==> config.mk <==
export PLATFORM = sky130hd
export DESIGN_NAME = fat_seq
export DESIGN_NICKNAME = d
export VERILOG_FILES = /design/src/hdl/fat_pkg.sv /design/src/hdl/fat_seq.sv
export SDC_FILE = /design/constraint.sdc
export NUM_CORES = 1
export LEC_CHECK = 0
export BUFFER_PORTS_ARGS = -buffer_cell sky130_fd_sc_hd__buf_2
export CAP_MARGIN = 20
export CELL_PAD_IN_SITES_DETAIL_PLACEMENT = 0
export CELL_PAD_IN_SITES_GLOBAL_PLACEMENT = 1
export CORE_UTILIZATION = 47
export DETAILED_ROUTE_END_ITERATION = 8
export PLACE_DENSITY_LB_ADDON = 0.1
export SLEW_MARGIN = 20
export SYNTH_ARGS = -nofsm -noshare
export SYNTH_HDL_FRONTEND = slang
export SYNTH_SLANG_ARGS = --single-unit
==> constraint.sdc <==
create_clock -name clk -period 7.2 [get_ports clk]
set_input_delay 0.72 -clock clk [delete_from_list [all_inputs] [get_ports clk]]
set_output_delay 0.72 -clock clk [all_outputs]
set_load 0.01 [all_outputs]
==> src/hdl/fat_pkg.sv <==
// Shared types and constants for the allocation table chain engine.
package fat_pkg;

    localparam int ACTION_W  = 2;
    localparam int BLOCK_A_W = 11;
    localparam int BLOCK_B_W = 10;
    localparam int LINKS_W   = 10;
    localparam int VALUE_W   = 11;

    localparam logic [ACTION_W-1:0] ACT_ADD    = 2'd0;
    localparam logic [ACTION_W-1:0] ACT_LOOKUP = 2'd1;
    localparam logic [ACTION_W-1:0] ACT_REMOVE = 2'd2;
    localparam logic [ACTION_W-1:0] ACT_CLEAR  = 2'd3;

    localparam logic STATUS_OK  = 1'b0;
    localparam logic STATUS_ERR = 1'b1;

    typedef enum logic [3:0] {
        ST_SWEEP,
        ST_IDLE,
        ST_DECODE,
        ST_ADD_NEW_WT,
        ST_ADD_TAIL_RD,
        ST_ADD_TAIL_WT,
        ST_LK_RD,
        ST_LK_WT,
        ST_RM_FIND_RD,
        ST_RM_FIND_WT,
        ST_RM_FREE_RD,
        ST_RM_FREE_WT,
        ST_RESP
    } state_t;

    typedef struct packed {
        logic               status;
        logic [VALUE_W-1:0] value;
    } res_t;

    typedef struct packed {
        logic rd;
        logic wr;
    } mem_cmd_t;

endpackage

==> src/hdl/fat_seq.sv <==
// Sequencer: decodes actions and walks chains through the table memory.
module fat_seq #(
    parameter int TABLE_ENTRIES = 1024,
    parameter int AW            = 10
) (
    input  logic                           clk,
    input  logic                           rst_n,
    input  logic                           in_valid,
    output logic                           in_ready,
    input  logic [fat_pkg::ACTION_W-1:0]   action,
    input  logic [fat_pkg::BLOCK_A_W-1:0]  block_a,
    input  logic [fat_pkg::BLOCK_B_W-1:0]  block_b,
    input  logic [fat_pkg::LINKS_W-1:0]    logical_index,
    output logic                           res_valid,
    input  logic                           res_ready,
    output fat_pkg::res_t                  res,
    output fat_pkg::mem_cmd_t              mem_cmd,
    output logic [AW-1:0]                  mem_addr,
    output logic [AW:0]                    mem_wdata,
    input  logic [AW:0]                    mem_rdata
);
    import fat_pkg::*;

    localparam int CW = ((AW > BLOCK_B_W) ? AW : BLOCK_B_W) + 1;
    localparam logic [CW-1:0] N_CMP  = CW'(TABLE_ENTRIES);
    localparam logic [AW:0]   N_CNT  = (AW + 1)'(TABLE_ENTRIES);
    localparam logic [AW-1:0] LAST   = AW'(TABLE_ENTRIES - 1);
    localparam logic [AW:0]   END_ENTRY  = {1'b1, {AW{1'b0}}};
    localparam logic [AW:0]   FREE_ENTRY = '0;

    state_t                 state_reg, state_next;
    logic                   sweep_resp_reg, sweep_resp_next;
    logic [AW-1:0]          cur_reg, cur_next;
    logic [ACTION_W-1:0]    act_reg;
    logic [BLOCK_A_W-1:0]   a_reg;
    logic [BLOCK_B_W-1:0]   b_reg;
    logic [LINKS_W-1:0]     rem_reg, rem_next;
    logic [AW-1:0]          steps_reg, steps_next;
    logic [AW:0]            count_reg, count_next;
    logic                   first_reg, first_next;
    res_t                   res_reg, res_next;

    logic          accept;
    logic          a_ok, a_none, b_ok;
    logic [AW-1:0] a_idx, b_idx;
    logic          d_free, d_end, d_next;
    logic [AW-1:0] d_link;
    logic [AW:0]   cnt_inc;

    assign accept  = in_valid && in_ready;
    assign a_ok    = !a_reg[BLOCK_A_W-1] && (CW'(a_reg[BLOCK_A_W-2:0]) < N_CMP);
    assign a_none  = (a_reg == '1);
    assign b_ok    = CW'(b_reg) < N_CMP;
    assign a_idx   = AW'(a_reg[BLOCK_A_W-2:0]);
    assign b_idx   = AW'(b_reg);
    assign d_free  = (mem_rdata == FREE_ENTRY);
    assign d_end   = mem_rdata[AW];
    assign d_link  = mem_rdata[AW-1:0];
    assign d_next  = !d_end && (d_link != '0);
    assign cnt_inc = count_reg + 1'b1;
    assign res     = res_reg;

    always_ff @(posedge clk or negedge rst_n)
    begin
        if (!rst_n)
        begin
            state_reg      <= ST_SWEEP;
            sweep_resp_reg <= 1'b0;
            cur_reg        <= '0;
        end
        else
        begin
            state_reg      <= state_next;
            sweep_resp_reg <= sweep_resp_next;
            cur_reg        <= cur_next;
        end
    end

    always_ff @(posedge clk)
    begin
        if (accept)
        begin
            act_reg <= action;
            a_reg   <= block_a;
            b_reg   <= block_b;
        end
        rem_reg   <= rem_next;
        steps_reg <= steps_next;
        count_reg <= count_next;
        first_reg <= first_next;
        res_reg   <= res_next;
    end

    always_comb
    begin
        state_next      = state_reg;
        sweep_resp_next = sweep_resp_reg;
        cur_next        = cur_reg;
        rem_next        = rem_reg;
        steps_next      = steps_reg;
        count_next      = count_reg;
        first_next      = first_reg;
        res_next        = res_reg;
        in_ready        = 1'b0;
        res_valid       = 1'b0;
        mem_cmd         = '0;
        mem_addr        = cur_reg;
        mem_wdata       = FREE_ENTRY;

        unique case (state_reg)
            ST_SWEEP:
            begin
                mem_cmd.wr = 1'b1;
                if (cur_reg == LAST)
                begin
                    cur_next = '0;
                    if (sweep_resp_reg)
                    begin
                        res_next   = '{STATUS_OK, '0};
                        state_next = ST_RESP;
                    end
                    else
                    begin
                        state_next = ST_IDLE;
                    end
                end
                else
                begin
                    cur_next = cur_reg + 1'b1;
                end
            end

            ST_IDLE:
            begin
                in_ready = 1'b1;
                if (in_valid)
                begin
                    rem_next   = logical_index;
                    state_next = ST_DECODE;
                end
            end

            ST_DECODE:
            begin
                steps_next = '0;
                count_next = '0;
                first_next = 1'b1;
                unique case (act_reg)
                    ACT_ADD:
                    begin
                        if (!b_ok || !(a_none || a_ok))
                        begin
                            res_next   = '{STATUS_ERR, '0};
                            state_next = ST_RESP;
                        end
                        else
                        begin
                            mem_cmd.rd = 1'b1;
                            mem_addr   = b_idx;
                            state_next = ST_ADD_NEW_WT;
                        end
                    end
                    ACT_LOOKUP, ACT_REMOVE:
                    begin
                        if (!a_ok || (act_reg == ACT_REMOVE && !b_ok))
                        begin
                            res_next   = '{STATUS_ERR, '0};
                            state_next = ST_RESP;
                        end
                        else
                        begin
                            cur_next   = a_idx;
                            state_next = (act_reg == ACT_LOOKUP) ? ST_LK_RD : ST_RM_FIND_RD;
                        end
                    end
                    ACT_CLEAR:
                    begin
                        cur_next        = '0;
                        sweep_resp_next = 1'b1;
                        state_next      = ST_SWEEP;
                    end
                    default:
                    begin
                        state_next = ST_IDLE;
                    end
                endcase
            end

            ST_ADD_NEW_WT:
            begin
                if (!d_free)
                begin
                    res_next   = '{STATUS_ERR, '0};
                    state_next = ST_RESP;
                end
                else
                begin
                    mem_cmd.wr = 1'b1;
                    mem_addr   = b_idx;
                    mem_wdata  = END_ENTRY;
                    if (a_none)
                    begin
                        res_next   = '{STATUS_OK, '0};
                        state_next = ST_RESP;
                    end
                    else
                    begin
                        state_next = ST_ADD_TAIL_RD;
                    end
                end
            end

            ST_ADD_TAIL_RD:
            begin
                mem_cmd.rd = 1'b1;
                mem_addr   = a_idx;
                state_next = ST_ADD_TAIL_WT;
            end

            ST_ADD_TAIL_WT:
            begin
                // new block stays claimed even when the tail is not a chain end
                if (mem_rdata != END_ENTRY)
                begin
                    res_next = '{STATUS_ERR, '0};
                end
                else
                begin
                    mem_cmd.wr = 1'b1;
                    mem_addr   = a_idx;
                    mem_wdata  = {1'b0, b_idx};
                    res_next   = '{STATUS_OK, VALUE_W'(1)};
                end
                state_next = ST_RESP;
            end

            ST_LK_RD:
            begin
                mem_cmd.rd = 1'b1;
                state_next = ST_LK_WT;
            end

            ST_LK_WT:
            begin
                if (first_reg && d_free)
                begin
                    res_next   = '{STATUS_ERR, '0};
                    state_next = ST_RESP;
                end
                else if (rem_reg == '0)
                begin
                    res_next   = '{STATUS_OK, VALUE_W'(cur_reg)};
                    state_next = ST_RESP;
                end
                else if (!d_next)
                begin
                    res_next   = '{STATUS_ERR, '0};
                    state_next = ST_RESP;
                end
                else
                begin
                    cur_next   = d_link;
                    rem_next   = rem_reg - 1'b1;
                    first_next = 1'b0;
                    state_next = ST_LK_RD;
                end
            end

            ST_RM_FIND_RD:
            begin
                mem_cmd.rd = 1'b1;
                state_next = ST_RM_FIND_WT;
            end

            ST_RM_FIND_WT:
            begin
                if (!d_next)
                begin
                    res_next   = '{STATUS_ERR, '0};
                    state_next = ST_RESP;
                end
                else if (d_link == b_idx)
                begin
                    // cut the chain here, then free from the start block on
                    mem_cmd.wr = 1'b1;
                    mem_wdata  = END_ENTRY;
                    cur_next   = b_idx;
                    state_next = ST_RM_FREE_RD;
                end
                else if (steps_reg == LAST)
                begin
                    res_next   = '{STATUS_ERR, '0};
                    state_next = ST_RESP;
                end
                else
                begin
                    cur_next   = d_link;
                    steps_next = steps_reg + 1'b1;
                    state_next = ST_RM_FIND_RD;
                end
            end

            ST_RM_FREE_RD:
            begin
                mem_cmd.rd = 1'b1;
                state_next = ST_RM_FREE_WT;
            end

            ST_RM_FREE_WT:
            begin
                mem_cmd.wr = 1'b1;
                mem_wdata  = FREE_ENTRY;
                count_next = cnt_inc;
                if (d_next && (cnt_inc < N_CNT))
                begin
                    cur_next   = d_link;
                    state_next = ST_RM_FREE_RD;
                end
                else
                begin
                    res_next   = '{STATUS_OK, VALUE_W'(cnt_inc)};
                    state_next = ST_RESP;
                end
            end

            ST_RESP:
            begin
                res_valid = 1'b1;
                if (res_ready)
                begin
                    sweep_resp_next = 1'b0;
                    state_next      = ST_IDLE;
                end
            end

            default:
            begin
                state_next = ST_IDLE;
            end
        endcase
    end

endmodule

==> results.ini <==
[yosys]
synthesis.area_per_instance_sq_um=10.1
dominantRegCellSynth=sky130_fd_sc_hd__edfxtp_1
syn_inst_count=476
synthesis.area_sq_um=4810
synth-compound-area-share_pct=18.1
post_synth_mux_area_share_pct=0.234
combinational_family_with_the_most_area_after_synthesis=simple AND/OR/NAND/NOR gates
synth_edf_count=67
synth-xor-area-share_pct=6.38
yosys_register_bits=82
ys.warnings.count=0
synthAdderAreaFrac_pct=2.08
synth_simple_gate_area_share_pct=20.9
syn_nets=532
synth-seq-area-share_pct=49.6
share_of_flip_flops_with_an_asynchronous_set_or_reset_after_synthesis_pct=18.3
ys_types=64

[routing]
drt-initial-drc-count=223
drc=0
wl_mm=12.3
drt_first_pass_iters=6
route.detailed.wl_per_inst_um=17.7
vias=3992
ant_nets=0
detail_route.vias_per_cell=5.75

[sta]
hold_ws_ps=248
fmax_ghz=0.276
final_hold_viol_count=0
timing.final.crit_period_ps=3630
setup_tns_ps=0
post-route-period-util_pct=50.4
timing.final.max_slew_violations=0
slew-limit-headroom_pct=34.6
unrepaired_setup_endpoints_after_global_routing=no
worst_clock_skew_ps=12.0
finalSetupViolCount=0
worst-slew-pin-transition_ps=981

[die]
die_width_um=103
floorplan.die_area_sq_um=10600
ioPinCount=85
floorplan.initialDensity_pct=48.7
die_height_um=103
row_count=36
placeableCoreArea_sq_um=9860

[worst_setup_path]
crit_path_end_kind=primary output
worst-endpoint-arrival_ps=2910
path_class=flop to primary output
timing.critical_path.cells=nor2b_1 -> nand2_1 -> nor2_2 -> nand2_1 -> nand2_1 -> or3_1 -> buf_2
cp_common_cell=sky130_fd_sc_hd__nand2_1
worstPathRequired_ps=6480
critPathMaxFanout=14
cp_slowest_cell=sky130_fd_sc_hd__dfrtp_1
critPathMaxStageDelay_ps=570
critical_path.startpoint_type=flop

[clocking]
clk_transition_reported_paths_ps=90
cts.path.max_buffers=2
clock_sinks=82
cts_made_buffers=9
cts_resized=0
cts_max_level=3
cts_tree=built
cts_setup_buffers=0
ctsRootBufferMaster=sky130_fd_sc_hd__clkbuf_8
cts_hold_buffers=0
clock_latency_ps=370

[global_route]
vias_in_the_first_global_route=3857
overflow=0
number_of_antenna_violations_at_the_first_check_in_global_routing=0
groute.usage.overall_pct=24.2
grt_max_degree=24
grt_first_pass_wirelength_mm=19.2

[finish]
final_instance_count_excl_fillers=694
utilization_of_the_core_after_routing_pct=55.8
final-seq-area_sq_um=2390
final.fill_count=901
layout.cell_area.non_filler_sq_um=5500
area_growth_from_synthesis_to_layout_pct=14.4
antenna-diode-count=0
largest_register_ffs=12
multi_input_area_sq_um=2290
num-nets-final=612
layout-drive-gt1-share_pct=21.7

[outcome]
status=completed

[job]
maxCapViolations=0

[hold_path]
hold_path_class=primary input to async pin

[pwr]
static-leakage-power_uw=0.00232
vdd_drop_max_uv=140
power.density_cell_area_nw_per_um2=329

[place]
placedInstanceArea_sq_um=5320
port_buffers=84
dp_cells=677
gp_congestion=0.854
hpwlAfterDp_mm=9.32

==> layout make-up <==
class,instances,share of cell area [%]
flip-flops and latches,82,43.4
multi-input cells,364,41.7
repair buffers,86,7.87
well taps,133,3.02
clock buffers,10,2.32
inverters,13,0.887
clock inverters,6,0.864
==> routing by layer <==
metal | share of wire, % | routed length [um] | vias to the layer above | track usage, %
met5 | 0 | 0 | - | 0
met4 | 1.6 | 195 | 0 | 10.3
met3 | 6.6 | 806 | 16 | 4.00
met2 | 47 | 5770 | 177 | 38.5
met1 | 45 | 5490 | 1885 | 33.0
li1 | - | - | 1914 | -
==> kinds of logic (layout without fill, tap and decap cells) <==
family,Yosys count,count (layout)
compound gates,124,124
xor+xnor,35,35
fa+ha+maj,8,8
buf+inv,30,115
flops,82,82
mux,1,1
simple gates,196,196
==> worst max-delay path: cells and delay by family (launching register included) <==
family	cells	cell delay, ps
simple gates	6	1830
flops	1	570
buf+inv	1	130
==> cell usage in the layout (no fill, tap or decap), types with 5 or more instances in the layout <==
master / count
sky130_fd_sc_hd__ha_1: 8
sky130_fd_sc_hd__nand2_1: 47
sky130_fd_sc_hd__a22o_1: 11
sky130_fd_sc_hd__and2_1: 15
sky130_fd_sc_hd__and3_1: 7
sky130_fd_sc_hd__a21oi_1: 21
sky130_fd_sc_hd__xnor2_1: 18
sky130_fd_sc_hd__inv_1: 12
sky130_fd_sc_hd__nor2_1: 55
sky130_fd_sc_hd__o21ai_0: 22
sky130_fd_sc_hd__xor2_1: 17
sky130_fd_sc_hd__nand3_1: 17
sky130_fd_sc_hd__edfxtp_1: 67
sky130_fd_sc_hd__o21ai_1: 9
sky130_fd_sc_hd__a221oi_1: 8
sky130_fd_sc_hd__clkbuf_8: 9
sky130_fd_sc_hd__buf_2: 84
sky130_fd_sc_hd__dfrtp_1: 15
sky130_fd_sc_hd__a21o_1: 23
sky130_fd_sc_hd__nand2b_1: 8
sky130_fd_sc_hd__nand4_1: 9
sky130_fd_sc_hd__nor4_1: 5
sky130_fd_sc_hd__nor3_1: 8
==> Yosys cell counts, types with 12 or more instances <==
library cell	n	area, sq um
sky130_fd_sc_hd__nand2_1	47	176
sky130_fd_sc_hd__dfrtp_1	15	375
sky130_fd_sc_hd__xnor2_1	18	158
sky130_fd_sc_hd__a21oi_1	21	105
sky130_fd_sc_hd__nand3_1	17	85.1
sky130_fd_sc_hd__edfxtp_1	67	2010
sky130_fd_sc_hd__o21ai_0	22	110
sky130_fd_sc_hd__xor2_1	17	149
sky130_fd_sc_hd__and2_1	15	93.8
sky130_fd_sc_hd__a21o_1	23	173
sky130_fd_sc_hd__nor2_1	55	206
sky130_fd_sc_hd__inv_1	12	45.0
==> power breakdown <==
part	internal [uW]	switching, uW
Combinational	273	408
Clock	129	187
Sequential	667	146
==> through the flow <==
step	setup WS, ps	power (uW)
floorplan	4240	1270
global placement	3750	1490
detailed placement	3650	1500
CTS	3590	1810
global route	3360	1920
finish	3570	1810
==> path summary, 6_finish.rpt <==
check / startpoint / endpoint / slack [ps] / cells past startpoint
min: rst_n / cur_reg[2] / 250 / 1
max: state_reg[3] / mem_cmd[0] / 3570 / 7
max in group asynchronous: rst_n / cur_reg[3] / 6690 / 1
min reg2reg: sweep_resp_reg / sweep_resp_reg / 570 / 1
min in group clk: block_a[6] / a_reg[6] / 520 / 1
max reg2reg: state_reg[1] / rem_reg[1] / 4220 / 4
Note: power is estimated with default switching activity, not from simulation.
